--- src/sv/tcg_pkg.sv ---
// tcg_pkg: shared types and constants for the text console glyph renderer.
// Used by tcg_front, tcg_fifo, tcg_back and text_console_glyph_renderer.
// No dependencies.
package tcg_pkg;

  localparam int GLYPH_WIDTH = 8;

  localparam int WIDTH_W  = 14;
  localparam int HEIGHT_W = 13;
  localparam int COLOUR_W = 32;
  localparam int PIX_W    = 25;
  localparam int COL_W    = 10;
  localparam int ROW_W    = 8;
  localparam int CHAR_W   = 8;
  localparam int FIDX_W   = 12;
  localparam int FBYTE_W  = 8;
  localparam int MASK_W   = 8;
  localparam int LINE_W   = 13;
  localparam int COLS_W   = 11;
  localparam int ROWS_W   = 9;
  localparam int XS_W     = 12;
  localparam int PROD_W   = 27;
  localparam int APB_AW   = 4;
  localparam int APB_DW   = 32;

  localparam logic [CHAR_W-1:0] CH_NEWLINE   = 8'h0A;
  localparam logic [CHAR_W-1:0] CH_RETURN    = 8'h0D;
  localparam logic [CHAR_W-1:0] CH_TAB       = 8'h09;
  localparam logic [CHAR_W-1:0] CH_BACKSPACE = 8'h08;

  localparam logic OP_PUT  = 1'b0;
  localparam logic OP_LOAD = 1'b1;

  localparam logic [1:0] REG_WIDTH  = 2'd0;
  localparam logic [1:0] REG_HEIGHT = 2'd1;
  localparam logic [1:0] REG_GLYPH  = 2'd2;
  localparam logic [1:0] REG_BG     = 2'd3;

  localparam logic [WIDTH_W-1:0]  WIDTH_RST  = 14'd1024;
  localparam logic [HEIGHT_W-1:0] HEIGHT_RST = 13'd768;
  localparam logic [COLOUR_W-1:0] GLYPH_RST  = 32'hFF00FFFF;
  localparam logic [COLOUR_W-1:0] BG_RST     = 32'hFF505050;

  typedef enum logic [1:0] {
    KIND_GLYPH  = 2'd0,
    KIND_FILL   = 2'd1,
    KIND_SCROLL = 2'd2,
    KIND_DONE   = 2'd3
  } kind_e;

  typedef enum logic [1:0] {
    CMD_LOAD  = 2'd0,
    CMD_GLYPH = 2'd1,
    CMD_FILL  = 2'd2,
    CMD_MOVE  = 2'd3
  } cmd_e;

  typedef struct packed {
    logic [WIDTH_W-1:0]  width_px;
    logic [HEIGHT_W-1:0] height_px;
    logic [COLOUR_W-1:0] glyph_colour;
    logic [COLOUR_W-1:0] background_colour;
  } cfg_t;

  typedef struct packed {
    cmd_e               op;
    logic               scroll;
    logic [CHAR_W-1:0]  char_code;
    logic [FIDX_W-1:0]  font_index;
    logic [FBYTE_W-1:0] font_byte;
    logic [LINE_W-1:0]  line;
    logic [LINE_W-1:0]  xpx;
    logic [COL_W-1:0]   col;
    logic [ROW_W-1:0]   row;
  } cmd_t;

endpackage

--- src/sv/tcg_fifo.sv ---
// tcg_fifo: two-entry command queue between front and back.
// Depends on tcg_pkg.
module tcg_fifo (
  input  logic          clk_i,
  input  logic          rst_ni,
  input  logic          push_i,
  input  tcg_pkg::cmd_t cmd_i,
  output logic          full_o,
  input  logic          pop_i,
  output logic          valid_o,
  output tcg_pkg::cmd_t cmd_o
);

  tcg_pkg::cmd_t entry_q [2];
  logic          wr_ptr_q, rd_ptr_q;
  logic [1:0]    cnt_q, cnt_d;

  assign full_o  = (cnt_q == 2'd2);
  assign valid_o = (cnt_q != 2'd0);
  assign cmd_o   = entry_q[rd_ptr_q];

  always_comb begin
    cnt_d = cnt_q;
    if (push_i && !pop_i) begin
      cnt_d = cnt_q + 2'd1;
    end else if (pop_i && !push_i) begin
      cnt_d = cnt_q - 2'd1;
    end
  end

  always_ff @(posedge clk_i or negedge rst_ni) begin
    if (!rst_ni) begin
      wr_ptr_q <= 1'b0;
      rd_ptr_q <= 1'b0;
      cnt_q    <= 2'd0;
    end else begin
      cnt_q <= cnt_d;
      if (push_i) begin
        wr_ptr_q <= !wr_ptr_q;
      end
      if (pop_i) begin
        rd_ptr_q <= !rd_ptr_q;
      end
    end
  end

  always_ff @(posedge clk_i) begin
    if (push_i) begin
      entry_q[wr_ptr_q] <= cmd_i;
    end
  end

  a_no_push_full: assert property (@(posedge clk_i) disable iff (!rst_ni)
    full_o |-> !push_i)
    else $error("command pushed into full queue");

  a_no_pop_empty: assert property (@(posedge clk_i) disable iff (!rst_ni)
    pop_i |-> valid_o)
    else $error("command popped from empty queue");

endmodule

--- config.mk ---
export PLATFORM = sky130hd
export DESIGN_NAME = tcg_fifo
export DESIGN_NICKNAME = d
export VERILOG_FILES = /design/src/sv/tcg_pkg.sv /design/src/sv/tcg_fifo.sv
export SDC_FILE = /design/constraint.sdc
export NUM_CORES = 1
export LEC_CHECK = 0
export BUFFER_PORTS_ARGS = -buffer_cell sky130_fd_sc_hd__clkbuf_2
export CORE_MARGIN = 3
export CORE_UTILIZATION = 40
export CTS_CLUSTER_SIZE = 12
export DETAILED_ROUTE_END_ITERATION = 6
export MAX_ROUTING_LAYER = met4
export SYNTH_ARGS = -nofsm -noshare
export SYNTH_HDL_FRONTEND = slang
export SYNTH_SLANG_ARGS = --single-unit
export TNS_END_PERCENT = 50
--- constraint.sdc ---
create_clock -name clk_i -period 6.06 [get_ports clk_i]
set_input_delay 1.212 -clock clk_i [delete_from_list [all_inputs] [get_ports clk_i]]
set_output_delay 1.212 -clock clk_i [all_outputs]
set_load 0.05 [all_outputs]
==> metrics.log <==
[metrics] number of instances in the placed design: 578
[metrics] worst setup path class: register to primary output
[metrics] count of final max-slew check failures: 0
[metrics] Initial Utilization: 41.1%
[metrics] die height: 126 um
[metrics] origin of the worst setup path: rd_ptr_q
[metrics] share of cells above drive strength 1: 61.6%
[metrics] sink count of the clock tree: 154
[metrics] leading area contributor after synthesis: sky130_fd_sc_hd__edfxtp_1
[metrics] cell family with the largest share of critical-path delay: flip-flops
[metrics] antenna diode instance count: 0
[metrics] transition time at the pin with the least slew margin: 1050 ps
[metrics] final number of hold-violating endpoints: 0
[metrics] combined global-route utilization of all metal layers: 13.6%
[metrics] post-route standard cell area excluding fillers: 7370 um^2
[metrics] Sequential Power Share: 36.0%
[metrics] RSZ-0062 raised after global routing: no
[metrics] number of levels the H-tree was split into: 4
[metrics] Setup Fix Bufs, Post-CTS: 0
[metrics] post-detailed-route count of antenna-violating nets: 0
[metrics] remaining max-slew budget at the tightest pin: 29.8%
[metrics] TritonCTS clock tree: yes
[metrics] Post-Syn Area: 5760 um^2
[metrics] count of endpoints failing setup in the final report: 0
[metrics] proportion of netlist area held by the largest area contributor: 78.3%
[metrics] detailed-route wire length per cell: 16.3 um
[metrics] share of power burned in the clock network: 27.0%
[metrics] Cells after Synth: 249
[metrics] vias: 2860
[metrics] Pint: 2.67 mW
[metrics] series of cell instances along the critical path: buf_4 -> mux2_2 -> clkbuf_2
[metrics] Max-cap violations: 0
[metrics] synthesized area divided by synthesized cell count: 23.1 um^2
[metrics] number of design-rule violations left by the first detailed-router iteration: 185
[metrics] Yosys Warn Count: 0
[metrics] IO Port Bufs: 155
[metrics] number of synthesized register bits: 154
[metrics] share of synthesized area occupied by flip-flops and latches: 80.0%
[metrics] Chip Width: 126 um
[metrics] antenna violations before repair: 0
[metrics] Layout Area Growth over Synthesis: 28.1%
[metrics] number of nets in the layout: 497
[metrics] placement row count: 43
[metrics] detailed-route wire length: 9960 um
[metrics] largest incremental delay on the critical path: 920 ps
[metrics] power share of the combinational group: 36.9%
[metrics] CTS root buf: sky130_fd_sc_hd__clkbuf_16
[metrics] run status: complete, no violations
[metrics] global-route wire length before repair: 15600 um
[metrics] setup skew after layout: 9.37 ps
[metrics] synthesized netlist net count: 329
[metrics] worst-case clock buffer depth: 2
[metrics] number of buffers created by CTS: 17
[metrics] via count of the first global-routing pass: 3018
[metrics] # hold bufs at CTS: 0
[metrics] Slowest-stage cell, CP: sky130_fd_sc_hd__dfrtp_4
[metrics] DRC violation count after routing: 0
[metrics] path type of the worst min-delay path: register to register
[metrics] nature of the critical path startpoint: register
[metrics] number of I/O pins: 156
[metrics] leftover overflow at the end of global routing: 0
[metrics] clock transition at the registers of the reported paths: 60 ps
[metrics] full die area: 15900 um^2
[metrics] main area contributors after synthesis: sky130_fd_sc_hd__edfxtp_1 78%, sky130_fd_sc_hd__mux2_4 10%, sky130_fd_sc_hd__mux2_2 6.8%, sky130_fd_sc_hd__dfrtp_1 1.7%, sky130_fd_sc_hd__buf_6 0.78%
[metrics] First-pass DRT Iterations: 4
[metrics] CP required: 4850 ps
[metrics] Buf/Inv on CP: 2
[metrics] cells resized by post-CTS repair: 0
[metrics] Post-Route Setup TNS: 0 ps
[metrics] Fmax: 262 MHz
[metrics] total cell area at the placement stage: 6720 um^2
[metrics] leakage component of the power: 2.95 nW
[metrics] worst reg2reg startpoint: wr_ptr_q
[metrics] routed via count divided by cell count: 4.69
[metrics] total power per unit cell area: 580 nW/um^2
[metrics] half-perimeter wire length of the detailed placement result: 6360 um
[metrics] fraction of power spent switching nets: 37.6%
[metrics] final std cells w/o fill: 610
[metrics] number of different library cells in the post-synthesis netlist: 15
[metrics] arrival time at the worst endpoint: 2600 ps
[metrics] clock insertion delay at the later pin of the skew report: 420 ps
[metrics] crit path time final: 3810 ps
[metrics] portion of the clock cycle consumed by the worst path in the final layout: 62.9%
[metrics] global placer's final weighted congestion: 0.721
[metrics] Switching Power: 1.61 mW
[metrics] Max Fanout on Critical Path: 47
[metrics] core area: 14000 um^2
[metrics] maximum number of pins on one net before global-route repair: 76
[metrics] Worst Hold Launch: cnt_q[1]
[metrics] category of the worst setup path capture point: primary output
[metrics] VDD IR-drop max: 0.322 mV
[final timing paths]
path / to / slack [ps] / depth (start not counted)
min in group asynchronous: cnt_q[0] / 590 / 1
max reg2reg: entry_q[0][15] / 3940 / 2
min: cnt_q[1] / 500 / 1
max in group asynchronous: rd_ptr_q / 5320 / 1
min reg2reg: cnt_q[1] / 500 / 1
max: cmd_o[4] / 2250 / 3
[area by class of cell]
type	count	area [um^2]
Fill cell	1164	6610
Sequential cell	154	4610
Multi-Input combinational cell	86	1090
Timing Repair Buffer	157	791
Clock buffer	24	492
Tap cell	180	225
Clock inverter	8	165
Inverter	1	3.75
[power groups by stage]
stage / clock network, mW / registers [mW] / logic (mW)
floorplan: 0 / 1.49 / 1.38
global placement: 0 / 1.56 / 1.60
detailed placement: 0 / 1.57 / 1.60
CTS: 1.18 / 1.55 / 1.60
global route: 1.23 / 1.57 / 1.65
finish: 1.15 / 1.54 / 1.58
[per-layer routing]
| metal | track usage (%) | wire length (um) |
|---|---|---|
| met1 | 16.6 | 4440 |
| met2 | 19.8 | 4550 |
| met3 | 4.83 | 738 |
| met4 | 7.19 | 235 |
| met5 | - | 0 |
[layout by cell type, fill, tap and decap left out]
master / count
sky130_fd_sc_hd__or2_2: 1
sky130_fd_sc_hd__xor2_1: 4
sky130_fd_sc_hd__dfrtp_1: 3
sky130_fd_sc_hd__nor2_1: 1
sky130_fd_sc_hd__clkbuf_16: 17
sky130_fd_sc_hd__and2_4: 1
sky130_fd_sc_hd__mux2_4: 40
sky130_fd_sc_hd__clkbuf_2: 155
sky130_fd_sc_hd__nor2b_4: 1
sky130_fd_sc_hd__buf_4: 2
sky130_fd_sc_hd__xnor2_1: 1
sky130_fd_sc_hd__edfxtp_1: 150
sky130_fd_sc_hd__mux2_2: 35
sky130_fd_sc_hd__nor2b_1: 1
sky130_fd_sc_hd__clkinv_2: 3
sky130_fd_sc_hd__inv_1: 1
sky130_fd_sc_hd__ha_1: 1
sky130_fd_sc_hd__clkbuf_1: 3
sky130_fd_sc_hd__dfrtp_4: 1
sky130_fd_sc_hd__bufinv_16: 5
sky130_fd_sc_hd__clkbuf_8: 4
[worst reg2reg max path: cells and delay by family (launching register included)]
family / cells / cell delay, ps
DFF: 1 / 430
buffers and inverters: 1 / 740
and+or+nand+nor: 1 / 540
[cell families (layout without fill, tap and decap cells)]
group | Yosys count | in the layout | share of synthesized area [%]
XOR/XNOR | 5 | 5 | 0.761
adder cells (fa/ha/maj) | 1 | 1 | 0.217
buffers and inverters | 9 | 190 | 1.24
flip-flops | 154 | 154 | 80.0
multiplexers | 75 | 75 | 17.3
AND/OR/NAND/NOR | 5 | 5 | 0.500
[per-stage QoR]
| stage | hold WS (ps) | utilization [%] | setup WS (ps) | total power, mW |
|---|---|---|---|---|
| 2_1_floorplan | 447 | - | 1050 | 2.87 |
| 3_3_place_gp | 475 | 48.0 | 2640 | 3.16 |
| 3_5_place_dp | 483 | 48.0 | 2630 | 3.17 |
| 4_1_cts | 499 | 52.7 | 2170 | 4.33 |
| 5_1_grt | 523 | 52.7 | 2070 | 4.45 |
| 6_report | 503 | 52.7 | 2250 | 4.27 |
[state kept, by name (all words and copies together), names as in the netlist]
signal / cells
wr_ptr_q: 1
entry_q: 150
cnt_q: 2
rd_ptr_q: 1
[Yosys cell counts, drive strengths merged]
master,n
edfxtp,150
mux2,75
nor2,1
or2,1
xnor2,1
xor2,4
nor2b,2
buf,8
ha,1
and2,1
dfrtp,4
inv,1
(Power assumes the default switching activity.)
