File: src/sv/tcg_pkg.sv
// tcg_pkg: shared types and constants for the text console glyph renderer.
// Used by tcg_front, tcg_fifo, tcg_back and text_console_glyph_renderer.
// No dependencies.
package tcg_pkg;

  localparam int GLYPH_WIDTH = 8;

  localparam int WIDTH_W  = 14;
  localparam int HEIGHT_W = 13;
  localparam int COLOUR_W = 32;
  localparam int PIX_W    = 25;
  localparam int COL_W    = 10;
  localparam int ROW_W    = 8;
  localparam int CHAR_W   = 8;
  localparam int FIDX_W   = 12;
  localparam int FBYTE_W  = 8;
  localparam int MASK_W   = 8;
  localparam int LINE_W   = 13;
  localparam int COLS_W   = 11;
  localparam int ROWS_W   = 9;
  localparam int XS_W     = 12;
  localparam int PROD_W   = 27;
  localparam int APB_AW   = 4;
  localparam int APB_DW   = 32;

  localparam logic [CHAR_W-1:0] CH_NEWLINE   = 8'h0A;
  localparam logic [CHAR_W-1:0] CH_RETURN    = 8'h0D;
  localparam logic [CHAR_W-1:0] CH_TAB       = 8'h09;
  localparam logic [CHAR_W-1:0] CH_BACKSPACE = 8'h08;

  localparam logic OP_PUT  = 1'b0;
  localparam logic OP_LOAD = 1'b1;

  localparam logic [1:0] REG_WIDTH  = 2'd0;
  localparam logic [1:0] REG_HEIGHT = 2'd1;
  localparam logic [1:0] REG_GLYPH  = 2'd2;
  localparam logic [1:0] REG_BG     = 2'd3;

  localparam logic [WIDTH_W-1:0]  WIDTH_RST  = 14'd1024;
  localparam logic [HEIGHT_W-1:0] HEIGHT_RST = 13'd768;
  localparam logic [COLOUR_W-1:0] GLYPH_RST  = 32'hFF00FFFF;
  localparam logic [COLOUR_W-1:0] BG_RST     = 32'hFF505050;

  typedef enum logic [1:0] {
    KIND_GLYPH  = 2'd0,
    KIND_FILL   = 2'd1,
    KIND_SCROLL = 2'd2,
    KIND_DONE   = 2'd3
  } kind_e;

  typedef enum logic [1:0] {
    CMD_LOAD  = 2'd0,
    CMD_GLYPH = 2'd1,
    CMD_FILL  = 2'd2,
    CMD_MOVE  = 2'd3
  } cmd_e;

  typedef struct packed {
    logic [WIDTH_W-1:0]  width_px;
    logic [HEIGHT_W-1:0] height_px;
    logic [COLOUR_W-1:0] glyph_colour;
    logic [COLOUR_W-1:0] background_colour;
  } cfg_t;

  typedef struct packed {
    cmd_e               op;
    logic               scroll;
    logic [CHAR_W-1:0]  char_code;
    logic [FIDX_W-1:0]  font_index;
    logic [FBYTE_W-1:0] font_byte;
    logic [LINE_W-1:0]  line;
    logic [LINE_W-1:0]  xpx;
    logic [COL_W-1:0]   col;
    logic [ROW_W-1:0]   row;
  } cmd_t;

endpackage

File: src/sv/tcg_front.sv
// tcg_front: accepts words, classifies them and tracks the text cursor.
// Emits one command per word into the command queue.
// Depends on tcg_pkg.
module tcg_front #(
  parameter int GLYPH_HEIGHT = 16,
  parameter int TAB_STEP     = 4
) (
  input  logic                         clk_i,
  input  logic                         rst_ni,
  input  tcg_pkg::cfg_t                cfg_i,
  input  logic                         in_valid_i,
  output logic                         in_ready_o,
  input  logic                         opcode_i,
  input  logic [tcg_pkg::CHAR_W-1:0]   char_code_i,
  input  logic [tcg_pkg::FIDX_W-1:0]   font_index_i,
  input  logic [tcg_pkg::FBYTE_W-1:0]  font_byte_i,
  input  logic                         full_i,
  output logic                         push_o,
  output tcg_pkg::cmd_t                cmd_o
);

  // height / GLYPH_HEIGHT as a reciprocal multiply, exact for every 13-bit height
  localparam int RowsShift = tcg_pkg::HEIGHT_W + $clog2(GLYPH_HEIGHT);
  localparam int RowsMul   = ((1 << RowsShift) + GLYPH_HEIGHT - 1) / GLYPH_HEIGHT;

  logic [tcg_pkg::COL_W-1:0]    col_q, col_d;
  logic [tcg_pkg::ROW_W-1:0]    row_q, row_d;
  logic [tcg_pkg::COLS_W-1:0]   cols_raw, cols;
  logic [tcg_pkg::HEIGHT_W-1:0] rows_raw;
  logic [31:0]                  rows_prod;
  logic [tcg_pkg::ROWS_W-1:0]   rows, ys;
  logic [tcg_pkg::XS_W-1:0]     xs, xw;
  logic [tcg_pkg::COL_W-1:0]    draw_col;
  tcg_pkg::cmd_e                op;
  logic                         wrap, yinc, scroll;

  assign in_ready_o = !full_i;
  assign push_o     = in_valid_i && !full_i;

  assign cols_raw  = tcg_pkg::COLS_W'(cfg_i.width_px >> $clog2(tcg_pkg::GLYPH_WIDTH));
  assign cols      = (cols_raw == '0) ? tcg_pkg::COLS_W'(1) : cols_raw;
  assign rows_prod = 32'(cfg_i.height_px) * 32'(RowsMul);
  assign rows_raw  = tcg_pkg::HEIGHT_W'(rows_prod >> RowsShift);

  always_comb begin
    if (rows_raw == '0) begin
      rows = tcg_pkg::ROWS_W'(1);
    end else if (rows_raw > tcg_pkg::HEIGHT_W'(256)) begin
      rows = tcg_pkg::ROWS_W'(256);
    end else begin
      rows = rows_raw[tcg_pkg::ROWS_W-1:0];
    end
  end

  always_comb begin
    op       = tcg_pkg::CMD_MOVE;
    draw_col = col_q;
    wrap     = 1'b0;
    yinc     = 1'b0;
    xs       = tcg_pkg::XS_W'(col_q);
    if (char_code_i == tcg_pkg::CH_NEWLINE) begin
      xs   = '0;
      yinc = 1'b1;
    end else if (char_code_i == tcg_pkg::CH_RETURN) begin
      xs = '0;
    end else if (char_code_i == tcg_pkg::CH_TAB) begin
      xs   = tcg_pkg::XS_W'(col_q) + tcg_pkg::XS_W'(TAB_STEP);
      wrap = 1'b1;
    end else if (char_code_i == tcg_pkg::CH_BACKSPACE) begin
      if (col_q != '0) begin
        op       = tcg_pkg::CMD_FILL;
        draw_col = col_q - 1'b1;
        xs       = tcg_pkg::XS_W'(col_q) - tcg_pkg::XS_W'(1);
        wrap     = 1'b1;
      end
    end else begin
      op   = tcg_pkg::CMD_GLYPH;
      xs   = tcg_pkg::XS_W'(col_q) + tcg_pkg::XS_W'(1);
      wrap = 1'b1;
    end

    xw = xs;
    if (wrap && (xs >= tcg_pkg::XS_W'(cols))) begin
      xw = xs - tcg_pkg::XS_W'(cols);
      if (xw >= tcg_pkg::XS_W'(cols)) begin
        xw = '0;
      end
      yinc = 1'b1;
    end

    ys     = tcg_pkg::ROWS_W'(row_q);
    scroll = 1'b0;
    if (yinc) begin
      ys = tcg_pkg::ROWS_W'(row_q) + tcg_pkg::ROWS_W'(1);
      if (ys >= rows) begin
        scroll = 1'b1;
        ys     = rows - tcg_pkg::ROWS_W'(1);
      end
    end
  end

  always_comb begin
    col_d = col_q;
    row_d = row_q;
    if (push_o && (opcode_i == tcg_pkg::OP_PUT)) begin
      col_d = xw[tcg_pkg::COL_W-1:0];
      row_d = ys[tcg_pkg::ROW_W-1:0];
    end
  end

  always_comb begin
    cmd_o.op         = (opcode_i == tcg_pkg::OP_LOAD) ? tcg_pkg::CMD_LOAD : op;
    cmd_o.scroll     = (opcode_i == tcg_pkg::OP_PUT) && scroll;
    cmd_o.char_code  = char_code_i;
    cmd_o.font_index = font_index_i;
    cmd_o.font_byte  = font_byte_i;
    cmd_o.line       = tcg_pkg::LINE_W'(row_q * GLYPH_HEIGHT);
    cmd_o.xpx        = tcg_pkg::LINE_W'(draw_col) << $clog2(tcg_pkg::GLYPH_WIDTH);
    cmd_o.col        = col_d;
    cmd_o.row        = row_d;
  end

  always_ff @(posedge clk_i or negedge rst_ni) begin
    if (!rst_ni) begin
      col_q <= '0;
      row_q <= '0;
    end else begin
      col_q <= col_d;
      row_q <= row_d;
    end
  end

endmodule

File: config.mk
export PLATFORM = sky130hd
export DESIGN_NAME = tcg_front
export DESIGN_NICKNAME = d
export VERILOG_FILES = /design/src/sv/tcg_pkg.sv /design/src/sv/tcg_front.sv
export SDC_FILE = /design/constraint.sdc
export NUM_CORES = 1
export LEC_CHECK = 0
export ABC_AREA = 0
export BUFFER_PORTS_ARGS = -buffer_cell sky130_fd_sc_hd__clkbuf_2
export CAP_MARGIN = 5
export CORE_ASPECT_RATIO = 0.75
export CORE_MARGIN = 5
export CORE_UTILIZATION = 49
export DETAILED_ROUTE_END_ITERATION = 8
export PLACE_DENSITY = 0.89
export SLEW_MARGIN = 20
export SYNTH_ARGS = -nofsm -noshare
export SYNTH_HDL_FRONTEND = slang
export SYNTH_SLANG_ARGS = --single-unit
File: constraint.sdc
create_clock -name clk_i -period 12.7 [get_ports clk_i]
set_input_delay 0.635 -clock clk_i [delete_from_list [all_inputs] [get_ports clk_i]]
set_output_delay 0.635 -clock clk_i [all_outputs]
set_load 0.01 [all_outputs]
==> impl_metrics.json, run 1 <==
{
  "status": "completed",
  "grt_pass1_wl_microns": 15600,
  "synth_flop_cell": "dfrtp_1",
  "synth_common_cells": "nand2_1, ha_1, buf_4",
  "ant_nets": 0,
  "synth_largest_area_cell": "ha_1",
  "setup_tns_ps": 0,
  "reg2reg_slack_ps": 7080,
  "vdd_ir_drop_max_uv": 73.7,
  "remaining_drc_errors": 0,
  "start_kind": "flip-flop",
  "hold_viol_final": 0,
  "ios": 201,
  "yosysSeqAreaShare_pct": 13.4,
  "nets": 658,
  "r2r-end": "col_q[8]",
  "drive_gt1_share_pct": 20.1,
  "cp-startpoint": "col_q[2]",
  "cts-hold-fix-buffers": 0,
  "synth-edff-count": 0,
  "numCtsBuffers": 3,
  "grt_util_all_layers_pct": 21.8,
  "cp-end-kind": "output pin",
  "drt-initial-drc-count": 274,
  "cap_violations": 0,
  "synth_top_family_by_area": "simple AND/OR/NAND/NOR gates",
  "grt_max_degree": 21,
  "dpl_cell_area_sq_um": 3560,
  "place_congestion": 0.954,
  "routed_via_density": 5.99,
  "wire_per_inst_microns": 16.6,
  "slew_viol_final": 0,
  "die_y_microns": 81.7,
  "syn_avg_cell_area_sq_um": 7.43,
  "cts_root_buffer": "clkbuf_8",
  "cts_max_level": 1,
  "grt_pass1_vias": 3281,
  "place.port_buffers": 81,
  "hpwl_microns": 7930,
  "hp-class": "in2async",
  "clkTransAtPathRegs_ps": 70,
  "r2r_cells": 21,
  "drtPass1Iterations": 6,
  "antenna_found_initial": 0,
  "synth_top_area_share_pct": 14.2,
  "yosysUniqueCellTypes": 67,
  "worst_slew_pin_slew_ps": 792,
  "synth.area.mux_share_pct": 1.79,
  "rsz0062_at_grt": "no",
  "routed_wl_microns": 9600,
  "cts_tree": "yes",
  "path_max_fanout": 10,
  "critPathArrivalTime_ps": 5950,
  "synth_area_leaders": "ha_1, dfrtp_1, buf_4",
  "dieArea_sq_um": 8620,
  "period_share_pct": 51.9,
  "overflow": 0,
  "placementRows": 26,
  "synth-async-reset-ratio_pct": 100,
  "design_area_sq_um": 3600,
  "insertion_delay_ps": 260,
  "synth_most_common_cell": "nand2_1",
  "routed-via-count": 3459,
  "synth-compound-area-share_pct": 22.0,
  "setup_viol": 0,
  "yosys_warnings": 0,
  "dp_cells": 574,
  "p_total_uw": 411,
  "start_util_pct": 49.9,
  "fin_crit_ps": 6590,
  "synthesis.area_sq_um": 3360,
  "cts.sinks": 18,
  "power_leakage_nw": 1.94,
  "synthAdderAreaFrac_pct": 14.8,
  "r2r-start": "col_q[2]",
  "cts_resized": 0,
  "crit_type": "reg2out",
  "clock_path_buffers": 2,
  "p_per_area_nw_per_um2": 114,
  "die_w_microns": 106,
  "synth_seq_cells": 18,
  "cts_setup_buffers": 0,
  "timing.fmax_mhz": 152,
  "synth-simple-area-share_pct": 26.6,
  "core_area_sq_um": 6730,
  "area_growth_pct": 7.38,
  "synthXorXnorAreaFrac_pct": 7.31,
  "syn_inst": 452,
  "slew-limit-headroom_pct": 46.9,
  "required_ps": 12060,
  "diodes": 0,
  "skew_ps": 4.25,
  "final_cells": 577
}
-- worst max path at each step --
stage,endpoint,cells past startpoint
final,cmd_o[14],22
after global routing,cmd_o[8],25
after CTS,cmd_o[8],22
after detailed placement,cmd_o[14],21
after global placement,cmd_o[8],24
after floorplan,cmd_o[10],20
-- per-stage QoR --
step           hold WS (ps)  util [%]  setup slack, ps
2_1_floorplan           339         -             7350
3_3_place_gp            569      52.9             6530
3_5_place_dp            582      52.9             6250
4_1_cts                 345      53.5             6210
5_1_grt                 356      53.5             5690
6_report                321      53.5             6110
-- state kept, by name (all words and copies together), names as in the netlist --
register / flops
col_q: 10
row_q: 8
-- routing by layer --
metal | up-vias | global-route usage [%] | part of all wire (%)
met3 | 22 | 3.53 | 8.9
met1 | 1613 | 29.5 | 44
met2 | 162 | 36.1 | 44
li1 | 1662 | - | -
met5 | - | 0 | 0
met4 | 0 | 6.60 | 2.6
-- where the power goes --
| group | internal (mW) | switching [mW] |
|---|---|---|
| clock network | 0.0211 | 0.0205 |
| registers | 0.0645 | 0.0188 |
| logic | 0.112 | 0.174 |
-- cells in the final DEF, fill, tap and decap left out, types with 3 or more instances in the layout --
| cell | instances |
|---|---|
| clkbuf_2 | 81 |
| nand2_1 | 54 |
| ha_1 | 38 |
| inv_1 | 35 |
| nor2_1 | 32 |
| o21ai_0 | 19 |
| dfrtp_1 | 18 |
| nand3_1 | 17 |
| nor3_1 | 17 |
| a21oi_1 | 17 |
| xor2_1 | 14 |
| xnor2_1 | 14 |
| a21o_1 | 10 |
| o221ai_1 | 10 |
| nor2b_1 | 8 |
| conb_1 | 8 |
| and3_1 | 7 |
| o21a_1 | 6 |
| mux2i_1 | 6 |
| nand2b_1 | 5 |
| nand4_1 | 4 |
| or3_1 | 3 |
| and3b_1 | 3 |
| nor3b_1 | 3 |
| a31oi_1 | 3 |
| o311a_1 | 3 |
| o2111ai_1 | 3 |
| nor4_1 | 3 |
| o31ai_1 | 3 |
| clkbuf_8 | 3 |
-- cell families (layout without fill, tap and decap cells) --
logic type	Yosys count	in the layout
AOI/OAI and AO/OA	101	101
DFF	18	18
xor gates and xnor gates	28	28
adders and majority gates	39	39
buffers and inverters	87	121
other	1	8
and+or+nand+nor	172	172
muxes	6	6
-- worst max-delay path: stages (launching register included) --
cell and delay (ps):
dfrtp_1 530, inv_1 140, ha_1 250, and3b_1 220, a31oi_1 380, o211ai_1 130
a21oi_1 450, ha_1 320, nor2b_1 130, o21ai_0 240, a21boi_0 210, o31a_1 320
o311a_1 350, a21oi_1 200, xor2_1 300, inv_1 90, ha_1 270, o21ai_0 210
a2bb2oi_1 130, nor2_2 140, nand3b_4 160, o221ai_1 320, clkbuf_2 200
-- layout make-up --
class | instances | area (sq um)
tap | 84 | 105
clock buffer | 3 | 41.3
timing repair buffer | 81 | 405
sequential | 18 | 450
inverter | 37 | 139
fill | 647 | 3130
multi-input combinational | 354 | 2460
Note: power is estimated with default switching activity, not from simulation.
==> run 2: changes to the inputs <==
--- a/config.mk
+++ b/config.mk
@@ -10,9 +10,9 @@
 export CAP_MARGIN = 5
 export CORE_ASPECT_RATIO = 0.75
 export CORE_MARGIN = 5
-export CORE_UTILIZATION = 49
+export CORE_UTILIZATION = 41
 export DETAILED_ROUTE_END_ITERATION = 8
-export PLACE_DENSITY = 0.89
+export PLACE_DENSITY = 0.79
 export SLEW_MARGIN = 20
 export SYNTH_ARGS = -nofsm -noshare
 export SYNTH_HDL_FRONTEND = slang
==> constraint.sdc (replaced) <==
create_clock -name clk_i -period 5.5 [get_ports clk_i]
set_input_delay 0.275 -clock clk_i [delete_from_list [all_inputs] [get_ports clk_i]]
set_output_delay 0.275 -clock clk_i [all_outputs]
set_load 0.01 [all_outputs]
==> run 2 against run 1 <==
  * Die area increased by 17%
  * Worst hold slack improved by 130 ps
  * Utilization increased by 0.91 points
  * Total power increased to 3.0 times the previous value
  * Critical path depth increased by 2
  * Cell area increased by 20%
  * Critical path type unchanged
  * Critical endpoint is now cmd_o[17]
  * Highest routed layer unchanged
==> impl_metrics.json, run 2 (synthesis results as in run 1) <==
{
  "status": "completed",
  "crit_type": "reg2out",
  "remaining_drc_errors": 0,
  "routed-via-count": 3684,
  "required_ps": 5220,
  "drt-initial-drc-count": 218,
  "start_kind": "flip-flop",
  "worst_slew_pin_slew_ps": 1160,
  "seq_area_sq_um": 450,
  "final_cell_mix": "clkbuf_2, nand2_1, buf_4, inv_1, ha_1",
  "hpwl_microns": 8510,
  "fin_ws_ps": 132,
  "path_cells": "buf_4 -> or3_1 -> nand2b_1 -> nor3_4 -> nor3b_4 -> a31oi_1 -> xnor2_1 -> nand2_1 -> inv_1 -> ha_1 -> nor3_2 -> o2111ai_2 -> nand2_2 -> xor2_2 -> inv_1 -> ha_1 -> and3_1 -> nand3_2 -> o2111ai_1 -> a2bb2oi_2 -> nor2_4 -> nand3b_4 -> o221ai_4 -> clkbuf_2",
  "utilization_pct": 54.4,
  "slew-limit-headroom_pct": 23.0,
  "combPwrFrac_pct": 77.1,
  "place_congestion": 1.01,
  "p_per_area_nw_per_um2": 285,
  "power_leakage_nw": 2.23,
  "overflow": 0,
  "clkTransAtPathRegs_ps": 70,
  "critPathArrivalTime_ps": 5090,
  "setup_viol": 0,
  "skew_ps": 5.34,
  "start_util_pct": 42.2,
  "path_max_fanout": 7,
  "dpl_cell_area_sq_um": 3770,
  "placementRows": 28,
  "antenna_found_initial": 0,
  "cts_tree": "yes",
  "ant_nets": 0,
  "cpPeakStageDelay_ps": 400,
  "path_buf_inv": 4,
  "die_y_microns": 88.4,
  "die_w_microns": 114,
  "design_area_sq_um": 4330,
  "drtPass1Iterations": 5,
  "crit_family": "simple AND/OR/NAND/NOR gates",
  "vdd_ir_drop_max_uv": 126,
  "largest_reg_flops": 10,
  "place.port_buffers": 81,
  "hold_viol_final": 0,
  "diodes": 0,
  "nets": 695,
  "grt_pass1_vias": 3400,
  "biggestRegsByFlops": "col_q (10), row_q (8)",
  "grt_pass1_wl_microns": 16700,
  "cts_root_buffer": "clkbuf_8",
  "cp_slowest_cell": "or3_1",
  "area_growth_pct": 29.0,
  "clockPowerShare_pct": 9.2,
  "final_common_cell": "clkbuf_2",
  "p_int_uw": 625,
  "drive_gt1_share_pct": 34.5,
  "core_area_sq_um": 7950,
  "slew_viol_final": 0,
  "power.switching_uw": 608,
  "fillers": 711,
  "cts.sinks": 18,
  "reg2reg_slack_ps": 710,
  "numCtsBuffers": 3,
  "timing.fmax_mhz": 186,
  "grt_util_all_layers_pct": 20.4,
  "p_seq_share_pct": 13.7,
  "clock_path_buffers": 2,
  "hp-class": "in2reg",
  "multi_input_area_sq_um": 2850,
  "period_share_pct": 97.6,
  "fin_crit_ps": 5370,
  "switching_share_pct": 49.3,
  "routed_via_density": 5.79,
  "regMostFlops": "col_q",
  "insertion_delay_ps": 260,
  "dp_slack_ps": 31.3,
  "dieArea_sq_um": 10100,
  "cap_violations": 0,
  "cts_max_level": 1,
  "wire_per_inst_microns": 17.3,
  "grt_max_degree": 21,
  "cp-end-kind": "output pin",
  "routed_wl_microns": 11000,
  "ios": 201
}
run 2: cell types whose count changed in the layout (fill, tap and decap cells not counted), moves of 5 or more:
cell	before	now
buf_4	0	35
ha_1	38	33
o221ai_1	10	0
o221ai_4	0	7
run 2: final cells by class:
class,instances,area share (%)
clock buffer,4,1.27
inverter,37,3.29
tap,105,3.03
timing repair buffer,117,16.1
multi-input combinational,355,65.9
sequential,18,10.4
run 2: power groups by stage:
stage / clock [mW] / sequential [mW] / combinational (mW)
3_3_place_gp: 0 / 0.171 / 0.704
2_1_floorplan: 0 / 0.164 / 0.501
3_5_place_dp: 0 / 0.171 / 0.728
5_1_grt: 0.120 / 0.171 / 1.04
4_1_cts: 0.116 / 0.167 / 0.811
6_report: 0.114 / 0.169 / 0.951
run 2: worst register-to-register path, cell delays in order (launching register included):
cell and delay [ps]:
dfrtp_1 390, buf_4 170, or3_1 400, nand2b_1 220
nor3_4 200, nor3b_4 240, a31oi_1 80, xnor2_1 140
nand2_1 130, inv_1 100, ha_1 240, nor3_2 180
o2111ai_2 180, nand2_2 150, xor2_2 200, inv_1 80
ha_1 280, and3_1 180, nand3_2 90, o2111ai_1 140
a2bb2oi_2 180, nor2_4 190, nand3b_4 210, o221ai_4 310
run 2: path summary, 6_finish.rpt:
check	to	cells past startpoint	startpoint
setup / recovery	cmd_o[17]	24	col_q[2]
hold / removal	row_q[7]	4	cfg_i[75]
setup reg to reg	col_q[0]	23	col_q[2]
hold reg to reg	row_q[5]	2	row_q[5]
max in group asynchronous	col_q[5]	2	rst_ni
min in group asynchronous	col_q[7]	2	rst_ni
run 2: stage by stage:
step | hold slack (ps) | std cells | power (mW) | TNS, ps
6_report | 450 | 636 | 1.23 | 0
3_5_place_dp | 271 | 619 | 0.899 | 0
4_1_cts | 444 | 627 | 1.09 | 0
5_1_grt | 477 | 636 | 1.33 | -127
3_3_place_gp | 255 | 619 | 0.875 | 0
2_1_floorplan | -20.6 | 459 | 0.665 | 0
run 2: layer usage:
| metal | share of wire [%] | track usage (%) |
|---|---|---|
| met5 | 0 | 0 |
| met1 | 44 | 29.3 |
| met3 | 9.3 | 4.65 |
| met4 | 1.4 | 3.78 |
| met2 | 45 | 31.3 |
run 2: repair_timing:
item,CTS,global route
resized for setup,28,49
buffers inserted,2,9
pin swaps,5,18
endpoints found under the hold margin,18,0
gates cloned,1,0
hold buffers,1,0
endpoints found under the setup margin,10,10
